[config.mk]
export PLATFORM = sky130hd
export DESIGN_NAME = ir_remote_station_selector
export DESIGN_NICKNAME = d
export VERILOG_FILES = /design/src/hdl/irss_pkg.sv /design/src/hdl/irss_keymap.sv /design/src/hdl/ir_remote_station_selector.sv
export SDC_FILE = /design/constraint.sdc
export NUM_CORES = 1
export LEC_CHECK = 0
export ABC_AREA = 1
export BUFFER_PORTS_ARGS = -buffer_cell sky130_fd_sc_hd__buf_4
export CAP_MARGIN = 20
export CORE_UTILIZATION = 37
export CTS_CLUSTER_SIZE = 30
export DETAILED_ROUTE_END_ITERATION = 10
export MAX_ROUTING_LAYER = met4
export PLACE_DENSITY = 0.65
export SYNTH_ARGS = -nofsm -noshare
export SYNTH_HDL_FRONTEND = slang
export SYNTH_SLANG_ARGS = --single-unit
[constraint.sdc]
create_clock -name clock -period 2.2 [get_ports clock]
set_input_delay 0.22 -clock clock [delete_from_list [all_inputs] [get_ports clock]]
set_output_delay 0.22 -clock clock [all_outputs]
set_load 0.05 [all_outputs]
[src/hdl/irss_pkg.sv]
// Shared types and constants for the IR remote station selector.
// No dependencies; imported by irss_keymap and ir_remote_station_selector.
`default_nettype none

package irss_pkg;

   localparam int FRAME_W   = 12;
   localparam int STATION_W = 3;
   localparam int FREQ_W    = 10;
   localparam int TIME_W    = 8;
   localparam int STATIONS  = 8;

   localparam logic [TIME_W-1:0]  START_LOW_RESET = 8'd72;
   localparam logic [FRAME_W-1:0] CLEAR_CODE      = 12'h110;

   // Button codes for buttons one to eight, in station order.
   localparam logic [FRAME_W-1:0] BUTTON_CODE [STATIONS] = '{
      12'h010, 12'h810, 12'h410, 12'hc10, 12'h210, 12'ha10, 12'h610, 12'he10
   };

   // Frequencies in tenths of a megahertz, in station order.
   localparam logic [FREQ_W-1:0] FREQ_TABLE [STATIONS] = '{
      10'd768, 10'd774, 10'd783, 10'd789, 10'd803, 10'd809, 10'd816, 10'd822
   };

   typedef struct packed {
      logic                 hit;
      logic [STATION_W-1:0] station;
      logic [FREQ_W-1:0]    frequency;
      logic                 clear;
   } key_result_type;

endpackage

`default_nettype wire

[src/hdl/irss_keymap.sv]
// Maps a received button code to a station, its frequency, or a clear request.
// Depends on irss_pkg.
`default_nettype none

module irss_keymap #(
   parameter int CODE_BITS = 12
) (
   input  wire logic [CODE_BITS-1:0] code,
   output irss_pkg::key_result_type  result
);
   import irss_pkg::*;

   logic [CODE_BITS-1:0] key;

   // The lowest code bit is ignored when matching buttons.
   assign key = {code[CODE_BITS-1:1], 1'b0};

   always_comb begin
      result = '0;
      for (int i = 0; i < STATIONS; i++) begin
         if (key == CODE_BITS'(BUTTON_CODE[i])) begin
            result.hit       = 1'b1;
            result.station   = STATION_W'(i);
            result.frequency = FREQ_TABLE[i];
         end
      end
      result.clear = (key == CODE_BITS'(CLEAR_CODE));
   end

endmodule

`default_nettype wire

[src/hdl/ir_remote_station_selector.sv]
// Top level of the IR remote station selector: frame receiver, poll logic
// and result register. Depends on irss_pkg and irss_keymap.
`default_nettype none

// The block receives pulse-width coded remote frames as a stream of items on
// the req_ channel. An item with req_cmd low is a line edge: req_line_level
// tells the level after the edge and req_elapsed the ticks of the period that
// just ended. A rising edge after a low longer than the start_low_min
// register (csr_wr_en / csr_wr_data, reset 72) opens a frame; each further
// rising edge shifts in one bit, a one when the low time exceeds twice the
// last high time, and after CODE_BITS bits the frame is complete. An item
// with req_cmd high is a poll: on a complete frame it accepts the code when it
// matches the previous frame and differs from the last accepted code, and
// reports the station and its frequency, or a display-clear request. Every
// item yields exactly one result item on the rsp_ channel. State and the
// result register update at the edge that accepts the item, so the block
// takes one item per clock while rsp_ready is high.
// The single result register is the only buffering, so an item is accepted
// whenever that register is empty or its item is taken in the same cycle.
module ir_remote_station_selector #(
   parameter int CODE_BITS = 12
) (
   input  wire logic                             clock,
   input  wire logic                             reset,
   input  wire logic                             req_valid,
   output      logic                             req_ready,
   input  wire logic                             req_cmd,
   input  wire logic                             req_line_level,
   input  wire logic [irss_pkg::TIME_W-1:0]      req_elapsed,
   output      logic                             rsp_valid,
   input  wire logic                             rsp_ready,
   output      logic                             rsp_receiving,
   output      logic [irss_pkg::FRAME_W-1:0]     rsp_frame_code,
   output      logic                             rsp_station_valid,
   output      logic [irss_pkg::STATION_W-1:0]   rsp_station,
   output      logic [irss_pkg::FREQ_W-1:0]      rsp_frequency,
   output      logic                             rsp_clear_request,
   input  wire logic                             csr_wr_en,
   input  wire logic [irss_pkg::TIME_W-1:0]      csr_wr_data
);
   import irss_pkg::*;

   localparam int CNT_W = $clog2(CODE_BITS + 1);

   typedef enum logic [1:0] {
      PH_IDLE = 2'd0,
      PH_RECV = 2'd1,
      PH_DONE = 2'd2,
      PH_HOLD = 2'd3
   } phase_type;

   // Receiver state.
   phase_type            phase_ff, phase_in;
   logic [TIME_W-1:0]    low_len_ff, low_len_in;
   logic [TIME_W-1:0]    high_len_ff, high_len_in;
   logic [CNT_W-1:0]     bits_got_ff, bits_got_in;
   logic [CODE_BITS-1:0] shift_code_ff, shift_code_in;
   logic [CODE_BITS-1:0] previous_code_ff, previous_code_in;
   logic [CODE_BITS-1:0] last_accepted_ff, last_accepted_in;
   logic                 led_ff, led_in;
   logic [TIME_W-1:0]    start_low_min_ff;

   // Result register.
   logic                 rsp_valid_ff;
   logic [FRAME_W-1:0]   frame_code_ff;
   logic                 station_valid_ff, station_valid_in;
   logic [STATION_W-1:0] station_ff, station_in;
   logic [FREQ_W-1:0]    frequency_ff, frequency_in;
   logic                 clear_ff, clear_in;

   logic                 accept;
   logic                 bit_value;
   key_result_type       key_result;

   assign req_ready = !rsp_valid_ff || rsp_ready;
   assign accept    = req_valid && req_ready;

   // A bit is a one when the low time exceeds twice the high time; the
   // doubled high time keeps its ninth bit.
   assign bit_value = {1'b0, req_elapsed} > {high_len_ff, 1'b0};

   irss_keymap #(
      .CODE_BITS(CODE_BITS)
   ) u_keymap (
      .code  (shift_code_ff),
      .result(key_result)
   );

   always_comb begin
      phase_in         = phase_ff;
      low_len_in       = low_len_ff;
      high_len_in      = high_len_ff;
      bits_got_in      = bits_got_ff;
      shift_code_in    = shift_code_ff;
      previous_code_in = previous_code_ff;
      last_accepted_in = last_accepted_ff;
      led_in           = led_ff;
      station_valid_in = 1'b0;
      station_in       = '0;
      frequency_in     = '0;
      clear_in         = 1'b0;

      if (!req_cmd) begin
         if (req_line_level) begin
            low_len_in = req_elapsed;
         end else begin
            high_len_in = req_elapsed;
         end
         if (phase_ff == PH_IDLE && req_line_level && req_elapsed > start_low_min_ff) begin
            phase_in      = PH_RECV;
            bits_got_in   = '0;
            shift_code_in = '0;
            led_in        = 1'b1;
         end else if (phase_ff == PH_RECV && req_line_level) begin
            shift_code_in = {shift_code_ff[CODE_BITS-2:0], bit_value};
            bits_got_in   = bits_got_ff + CNT_W'(1);
            if (bits_got_in == CNT_W'(CODE_BITS)) begin
               phase_in = PH_DONE;
               led_in   = 1'b0;
            end
         end
      end else if (phase_ff == PH_DONE) begin
         // A code counts only when two frames in a row agree and it is new.
         if (previous_code_ff == shift_code_ff && last_accepted_ff != shift_code_ff) begin
            last_accepted_in = shift_code_ff;
            station_valid_in = key_result.hit;
            station_in       = key_result.station;
            frequency_in     = key_result.frequency;
            clear_in         = key_result.clear;
         end
         previous_code_in = shift_code_ff;
         phase_in         = PH_IDLE;
      end
   end

   always_ff @(posedge clock) begin
      if (reset) begin
         phase_ff         <= PH_IDLE;
         low_len_ff       <= '0;
         high_len_ff      <= '0;
         bits_got_ff      <= '0;
         shift_code_ff    <= '0;
         previous_code_ff <= '0;
         last_accepted_ff <= '0;
         led_ff           <= 1'b0;
         rsp_valid_ff     <= 1'b0;
      end else begin
         if (accept) begin
            phase_ff         <= phase_in;
            low_len_ff       <= low_len_in;
            high_len_ff      <= high_len_in;
            bits_got_ff      <= bits_got_in;
            shift_code_ff    <= shift_code_in;
            previous_code_ff <= previous_code_in;
            last_accepted_ff <= last_accepted_in;
            led_ff           <= led_in;
         end
         if (accept) begin
            rsp_valid_ff <= 1'b1;
         end else if (rsp_ready) begin
            rsp_valid_ff <= 1'b0;
         end
      end
   end

   // The configuration register resets to the usual start threshold.
   always_ff @(posedge clock) begin
      if (reset) begin
         start_low_min_ff <= START_LOW_RESET;
      end else if (csr_wr_en) begin
         start_low_min_ff <= csr_wr_data;
      end
   end

   // Result payload: the indicator and code show the state after the item.
   always_ff @(posedge clock) begin
      if (accept) begin
         frame_code_ff    <= shift_code_in[FRAME_W-1:0];
         station_valid_ff <= station_valid_in;
         station_ff       <= station_in;
         frequency_ff     <= frequency_in;
         clear_ff         <= clear_in;
      end
   end

   logic receiving_ff;

   always_ff @(posedge clock) begin
      if (accept) begin
         receiving_ff <= led_in;
      end
   end

   assign rsp_valid         = rsp_valid_ff;
   assign rsp_receiving     = receiving_ff;
   assign rsp_frame_code    = frame_code_ff;
   assign rsp_station_valid = station_valid_ff;
   assign rsp_station       = station_ff;
   assign rsp_frequency     = frequency_ff;
   assign rsp_clear_request = clear_ff;

`ifndef SYNTH
   // The indicator is lit exactly while a frame is being received.
   a_led_phase: assert property (@(posedge clock) disable iff (reset)
      led_ff == (phase_ff == PH_RECV))
      else $error("indicator out of step with receive phase");

   // The bit counter never runs past the frame length.
   a_bits_bound: assert property (@(posedge clock) disable iff (reset)
      bits_got_ff <= CNT_W'(CODE_BITS))
      else $error("bit counter beyond frame length");

   // A poll on a complete frame always returns the receiver to idle.
   a_poll_idle: assert property (@(posedge clock) disable iff (reset)
      accept && req_cmd && phase_ff == PH_DONE |=> phase_ff == PH_IDLE)
      else $error("poll did not close the frame");

   // A station selection and a clear request never come from the same item.
   a_one_action: assert property (@(posedge clock) disable iff (reset)
      rsp_valid_ff |-> !(station_valid_ff && clear_ff))
      else $error("station and clear reported together");
`endif

endmodule

`default_nettype wire
==> impl_metrics.env, run 1 <==
export IMPL_outcome="finished clean"
export IMPL_io_pin_count=53
export IMPL_route_detailed_drc=0
export IMPL_dp_hpwl_um=6782
export IMPL_antenna_violating_nets_post_route=0
export IMPL_grt_util_all_layers=0.1799
export IMPL_cts_clk_slew_worst_paths_ns=0.06
export IMPL_place_inst=740
export IMPL_gp_routability_congestion=0.8038
export IMPL_synth_area_per_cell_um2=7.386
export IMPL_globalRouteOverflowTotal=0
export IMPL_worst_ir_drop_vdd_mv=0.3702
export IMPL_layout_overhead_on_the_synthesized_area_pct=19.09
export IMPL_die_area_um2=11750
export IMPL_maxClockFrequency_ghz=0.5275
export IMPL_final_min_clock_period_ns=1.896
export IMPL_drt_vias_per_instance=4.828
export IMPL_layout_cells_non_filler=756
export IMPL_crit_path_top_delay_cell="dfxtp_1"
export IMPL_post_synth_and_or_nand_nor_area_fraction=0.2241
export IMPL_synth_compound_area_share=0.1443
export IMPL_hold_path_endpoint="start_low_min_ff[3]"
export IMPL_number_of_buffer_and_inverter_stages_on_the_critical_path=2
export IMPL_synth_distinct_cells=33
export IMPL_synthesis_instances=567
export IMPL_post_route_cells_drive_above_1_share=0.1364
export IMPL_routed_via_count=3650
export IMPL_initialDrtViolationCount=152
export IMPL_placementRows=38
export IMPL_ys_seq_area_frac=0.4517
export IMPL_wl_per_cell_um=12.61
export IMPL_finalSetupViolations=0
export IMPL_maximum_number_of_pins_on_one_net_before_global_route_repair=35
export IMPL_cts_setup_buffers=0
export IMPL_tritoncts="yes"
export IMPL_post_synth_top_area_fraction=0.2868
export IMPL_hold_slack_ns=0.09915
export IMPL_reg2reg_depth=9
export IMPL_post_synth_xor_area_fraction=0.02510
export IMPL_worst_r2r_endpoint="rsp_frame_code[8]"
export IMPL_cap_violations=0
export IMPL_critical_path_startpoint="start_low_min_ff[7]"
export IMPL_grt_setup_unrepaired="false"
export IMPL_clock_sinks=83
export IMPL_hold_viol_final=0
export IMPL_timing_critical_path_cells="inv_1, ha_1, nand2_1, nor2_1, a21oi_1, nand2_1, nand2_1, buf_12, o22ai_1"
export IMPL_firstDrtPassIters=4
export IMPL_antenna_found_initial=0
export IMPL_num_nets_final=651
export IMPL_cts_buffers_inserted=9
export IMPL_critPathRequiredTime_ns=2.27
export IMPL_fin_crit_sh=0.8617
export IMPL_post_synth_mux_area_share=0
export IMPL_antenna_cells=0
export IMPL_floorplan_die_height_um=108.4
export IMPL_worst_endpoint_arrival_ns=1.97
export IMPL_buffer_ports_inserted=50
export IMPL_cts_htree_levels=3
export IMPL_timing_setup_tns_ns=0
export IMPL_initial_core_util=0.3830
export IMPL_postSynthRegisterBits=83
export IMPL_cts_repair_resized=0
export IMPL_reg2reg_slack_ns=0.30
export IMPL_timing_critical_path_slowest_cell_delay_ns=0.32
export IMPL_cts_hold_fix_buffers=0
export IMPL_cp_top_family="simple AND/OR/NAND/NOR gates"
export IMPL_synth_top_cells_by_area="dfxtp_1 (29%), edfxtp_1 (16%), nand2_1 (13%)"
export IMPL_min_path_cells=3
export IMPL_synth_warning_count=0
export IMPL_clock_skew_final_ns=0.006335
export IMPL_insertion_delay_ns=0.34
export IMPL_core_um2=10940
export IMPL_grt_first_pass_wirelength_um=15940
export IMPL_critical_path_startpoint_type="flop"
export IMPL_hp_class="in2reg"
export IMPL_drt_total_wl_um=9532
export IMPL_startpoint_of_the_worst_slack_reg_to_reg_timing_path="start_low_min_ff[7]"
export IMPL_crit_type="reg2reg"
export IMPL_horizontal_extent_of_the_die_um=108.4
export IMPL_cp_end_kind="flop"
export IMPL_netlist_area_um2=4188
export IMPL_design_power_total_uw=3548
export IMPL_critical_path_max_fanout=18
export IMPL_ctsRootBufferMaster="clkbuf_16"
export IMPL_power_leakage_uw=0.002314
export IMPL_pins_over_slew_limit=0
export IMPL_max_clock_path_buffers=2
export IMPL_startpoint_of_the_lowest_slack_hold_path="csr_wr_data[3]"
export IMPL_first_global_vias=3417
export IMPL_pwr_density_cell_nw_per_um2=711.4
export IMPL_synthAdderAreaFrac=0.05079
export IMPL_yosys_area_top_type="dfxtp_1"
export IMPL_largest_family_of_logic_cells_by_synthesized_area="simple AND/OR/NAND/NOR gates"
export IMPL_critical_path_top_cell_by_count="nand2_1"
-- cell families after synthesis --
kind of cell               after synthesis
and+or+nand+nor                        234
AOI/OAI and AO/OA                      116
buffers and inverters                  104
DFF                                     83
adders and majority gates               17
xor gates and xnor gates                12
other                                    1
-- per-stage QoR --
stage,setup slack (ns),instance area (um^2),util
2_1_floorplan,0.1142,4195,-
3_3_place_gp,0.3466,4693,0.4292
3_5_place_dp,0.3046,4693,0.4292
4_1_cts,0.3082,4987,0.4561
5_1_grt,0.1261,4987,0.4561
6_report,0.3042,4987,0.4561
-- state kept, by name (all words and copies together) (netlist names) --
signal             flops
led_ff                 1
rsp_valid              1
rsp_station            2
start_low_min_ff       8
previous_code_ff      12
rsp_frame_code        12
high_len_ff            8
rsp_clear_request      1
last_accepted_ff      12
bits_got_ff            4
phase_ff               2
rsp_receiving          1
shift_code_ff         12
rsp_frequency          7
-- worst max-delay path by stage --
stage,end,depth (start not counted),slack [ns]
3_5_place_dp,rsp_frame_code[4],11,0.30
6_report,rsp_frame_code[8],9,0.30
5_1_grt,shift_code_ff[8],14,0.13
2_1_floorplan,rsp_clear_request,4,0.11
3_3_place_gp,shift_code_ff[9],12,0.35
4_1_cts,rsp_frame_code[8],11,0.31
-- placed cells by master, fill, tap and decap left out, drive strengths merged --
cell and count:
bufinv 1, o22ai 11, nor2 67, xnor2 8, o21ai 46, xor2 4
nand4 3, nor3 3, dfxtp 60, or2 2, buf 62, nor4 1
nand3 14, clkinv 2, ha 17, clkinvlp 3, nand3b 1, conb 2
edfxtp 23, inv 74, o21bai 1, o211ai 1, a21oi 55, clkbuf 10
nand2 142, o21a 2, and3 1
-- power by group --
group | internal, uW | switching, uW
Sequential | 1620 | 18.1
Combinational | 136 | 279
Clock | 880 | 620
-- per-layer routing --
metal	routed length, um	up-vias	global-route usage
li1	-	1888	-
met1	4397	1670	0.2169
met2	4573	80	0.3003
met3	384	12	0.02652
met4	177	0	0.07529
met5	0	-	-
-- Yosys cell counts (all sizes together) --
library cell  count
conb              1
xor2              4
o22ai            11
edfxtp           23
and3              1
buf              14
xnor2             8
a21oi            55
nor2             67
nor4              1
nor3              3
clkbuf           16
ha               17
o211ai            1
o21ai            46
clkinv            1
o21bai            1
nand3            14
nand2           142
or2               2
nand3b            1
dfxtp            60
inv              73
o21a              2
nand4             3
-- worst min-delay path, stage by stage --
cell and delay, ns:
buf_4 0.08, a21oi_1 0.05, o21ai_0 0.06
-- final cells by class --
cell class	instances	area (um^2)
tap	140	175.2
sequential	83	1892
timing repair buffer	62	478.0
multi-input combinational	381	1871
clock buffer	10	229.0
clock inverter	6	65.06
fill	1116	5948
inverter	74	277.8
Power figures use the tool's default switching activity.
==> run 2, diff against run 1 <==
--- a/config.mk
+++ b/config.mk
@@ -9,6 +9,7 @@
 export BUFFER_PORTS_ARGS = -buffer_cell sky130_fd_sc_hd__buf_4
 export CAP_MARGIN = 20
 export CORE_UTILIZATION = 37
+export CTS_BUF_LIST = sky130_fd_sc_hd__clkbuf_4
 export CTS_CLUSTER_SIZE = 30
 export DETAILED_ROUTE_END_ITERATION = 10
 export MAX_ROUTING_LAYER = met4
==> run 2 against run 1 <==
Against the previous run:
- design area down 2.5%
- critical path depth unchanged
- register-to-register slack about the same
- combinational power up 1%
- die area unchanged
- sequential cell count unchanged
- critical path type unchanged
- largest power group unchanged
==> impl_metrics.env, run 2 (synthesis results as in run 1) <==
export IMPL_hold_slack_ns=0.01349
export IMPL_core_um2=10940
export IMPL_route_detailed_drc=0
export IMPL_ctsRootBufferMaster="clkbuf_4"
export IMPL_critPathRequiredTime_ns=2.51
export IMPL_final_min_clock_period_ns=1.891
export IMPL_antenna_cells=0
export IMPL_fin_crit_sh=0.8596
export IMPL_worst_r2r_endpoint="bits_got_ff[2]"
export IMPL_layout_cells_non_filler=759
export IMPL_initial_core_util=0.3830
export IMPL_cts_htree_levels=3
export IMPL_power_leakage_uw=0.002260
export IMPL_startpoint_of_the_lowest_slack_hold_path="csr_wr_en"
export IMPL_initialDrtViolationCount=161
export IMPL_max_clock_path_buffers=2
export IMPL_finalSetupViolations=0
export IMPL_firstDrtPassIters=4
export IMPL_grt_util_all_layers=0.1771
export IMPL_placementRows=38
export IMPL_insertion_delay_ns=0.44
export IMPL_hold_viol_final=0
export IMPL_post_route_cells_drive_above_1_share=0.1373
export IMPL_die_area_um2=11750
export IMPL_crit_path_end="bits_got_ff[2]"
export IMPL_reg2reg_slack_ns=0.31
export IMPL_drt_vias_per_instance=4.791
export IMPL_drt_total_wl_um=9445
export IMPL_outcome="finished clean"
export IMPL_antenna_violating_nets_post_route=0
export IMPL_reg2reg_depth=9
export IMPL_io_pin_count=53
export IMPL_cap_violations=0
export IMPL_layout_overhead_on_the_synthesized_area_pct=16.13
export IMPL_fillers=1134
export IMPL_most_used_cells_in_the_layout_excluding_fill_and_tap_cells="nand2_1 (140), inv_1 (70), nor2_1 (65), buf_4 (61), dfxtp_1 (60)"
export IMPL_routed_via_count=3636
export IMPL_startpoint_of_the_worst_slack_reg_to_reg_timing_path="rsp_valid"
export IMPL_pwr_density_cell_nw_per_um2=608.5
export IMPL_worst_endpoint_arrival_ns=2.20
export IMPL_final_core_utilization=0.4447
export IMPL_dp_hpwl_um=6782
export IMPL_maxClockFrequency_ghz=0.5288
export IMPL_cp_end_kind="flop"
export IMPL_critical_path_max_fanout=8
export IMPL_timing_setup_tns_ns=0
export IMPL_critical_path_startpoint="rsp_valid"
export IMPL_cts_setup_buffers=0
export IMPL_critical_path_startpoint_type="flop"
export IMPL_hp_class="in2reg"
export IMPL_antenna_found_initial=0
export IMPL_maximum_number_of_pins_on_one_net_before_global_route_repair=35
export IMPL_grt_setup_unrepaired="false"
export IMPL_buffer_ports_inserted=50
export IMPL_horizontal_extent_of_the_die_um=108.4
export IMPL_worst_ir_drop_vdd_mv=0.3069
export IMPL_place_inst=740
export IMPL_pins_over_slew_limit=0
export IMPL_crit_type="reg2reg"
export IMPL_grt_first_pass_wirelength_um=15810
export IMPL_gp_routability_congestion=0.8038
export IMPL_cts_buffers_inserted=9
export IMPL_clock_skew_final_ns=0.02152
export IMPL_cts_repair_resized=0
export IMPL_wl_per_cell_um=12.44
export IMPL_first_global_vias=3406
export IMPL_num_nets_final=654
export IMPL_final_common_cell="nand2_1"
export IMPL_globalRouteOverflowTotal=0
export IMPL_floorplan_die_height_um=108.4
export IMPL_tritoncts="yes"
export IMPL_cts_clk_slew_worst_paths_ns=0.13
export IMPL_clock_sinks=83
==> run 2: changes by cell type in the layout (fill, tap and decap cells not counted), sizes merged <==
| cell | change |
|---|---|
| dlygate4sd3 | +3 |
==> run 2: final cells by class <==
cell class                      count  area [um^2]  area share
Timing Repair Buffer               65        508.0      0.1045
Multi-Input combinational cell    381         1871      0.3846
Clock inverter                      6        65.06     0.01338
Tap cell                          140        175.2     0.03602
Inverter                           74        277.8     0.05711
Sequential cell                    83         1892      0.3890
Clock buffer                       10        75.07     0.01544
==> run 2: metal layers <==
layer | vias up | track usage | routed length [um] | share of wire
li1 | 1901 | - | - | -
met1 | 1660 | 0.2170 | 4471 | 0.47
met2 | 61 | 0.2957 | 4504 | 0.48
met3 | 14 | 0.03376 | 319 | 0.034
met4 | 0 | 0.05212 | 150 | 0.016
met5 | - | - | 0 | 0
==> run 2: critical path: stages, from the launching register on <==
cell	delay, ns
dfxtp_1	0.34
nand2_2	0.08
nand2_1	0.11
nor2_1	0.23
inv_1	0.21
buf_4	0.22
nor2_1	0.27
inv_1	0.14
nand3_1	0.10
a21oi_1	0.06
==> run 2: what timing repair did <==
action	CTS	global route
endpoints found under the hold margin	1	2
hold buffers	1	2
setup endpoints to repair	0	0
==> run 2: report_power, final <==
| part | internal, uW | switching [uW] |
|---|---|---|
| Clock | 359 | 549 |
| Sequential | 1610 | 18.1 |
| Combinational | 139 | 279 |
==> run 2: worst min path at each step <==
stage                                endpoint  depth (start not counted)
after global routing      start_low_min_ff[6]                          2
after CTS                 start_low_min_ff[0]                          3
after floorplan           start_low_min_ff[3]                          1
after global placement         high_len_ff[0]                          2
after detailed placement  start_low_min_ff[3]                          3
final                     start_low_min_ff[3]                          2
==> run 2: stage by stage <==
step / setup WS (ns) / area (um^2) / total power [uW]
5_1_grt: 0.1055 / 4863 / 3117
3_5_place_dp: 0.3046 / 4693 / 2084
3_3_place_gp: 0.3466 / 4693 / 2076
4_1_cts: 0.3208 / 4843 / 2979
2_1_floorplan: 0.1142 / 4195 / 1945
6_report: 0.3089 / 4863 / 2960
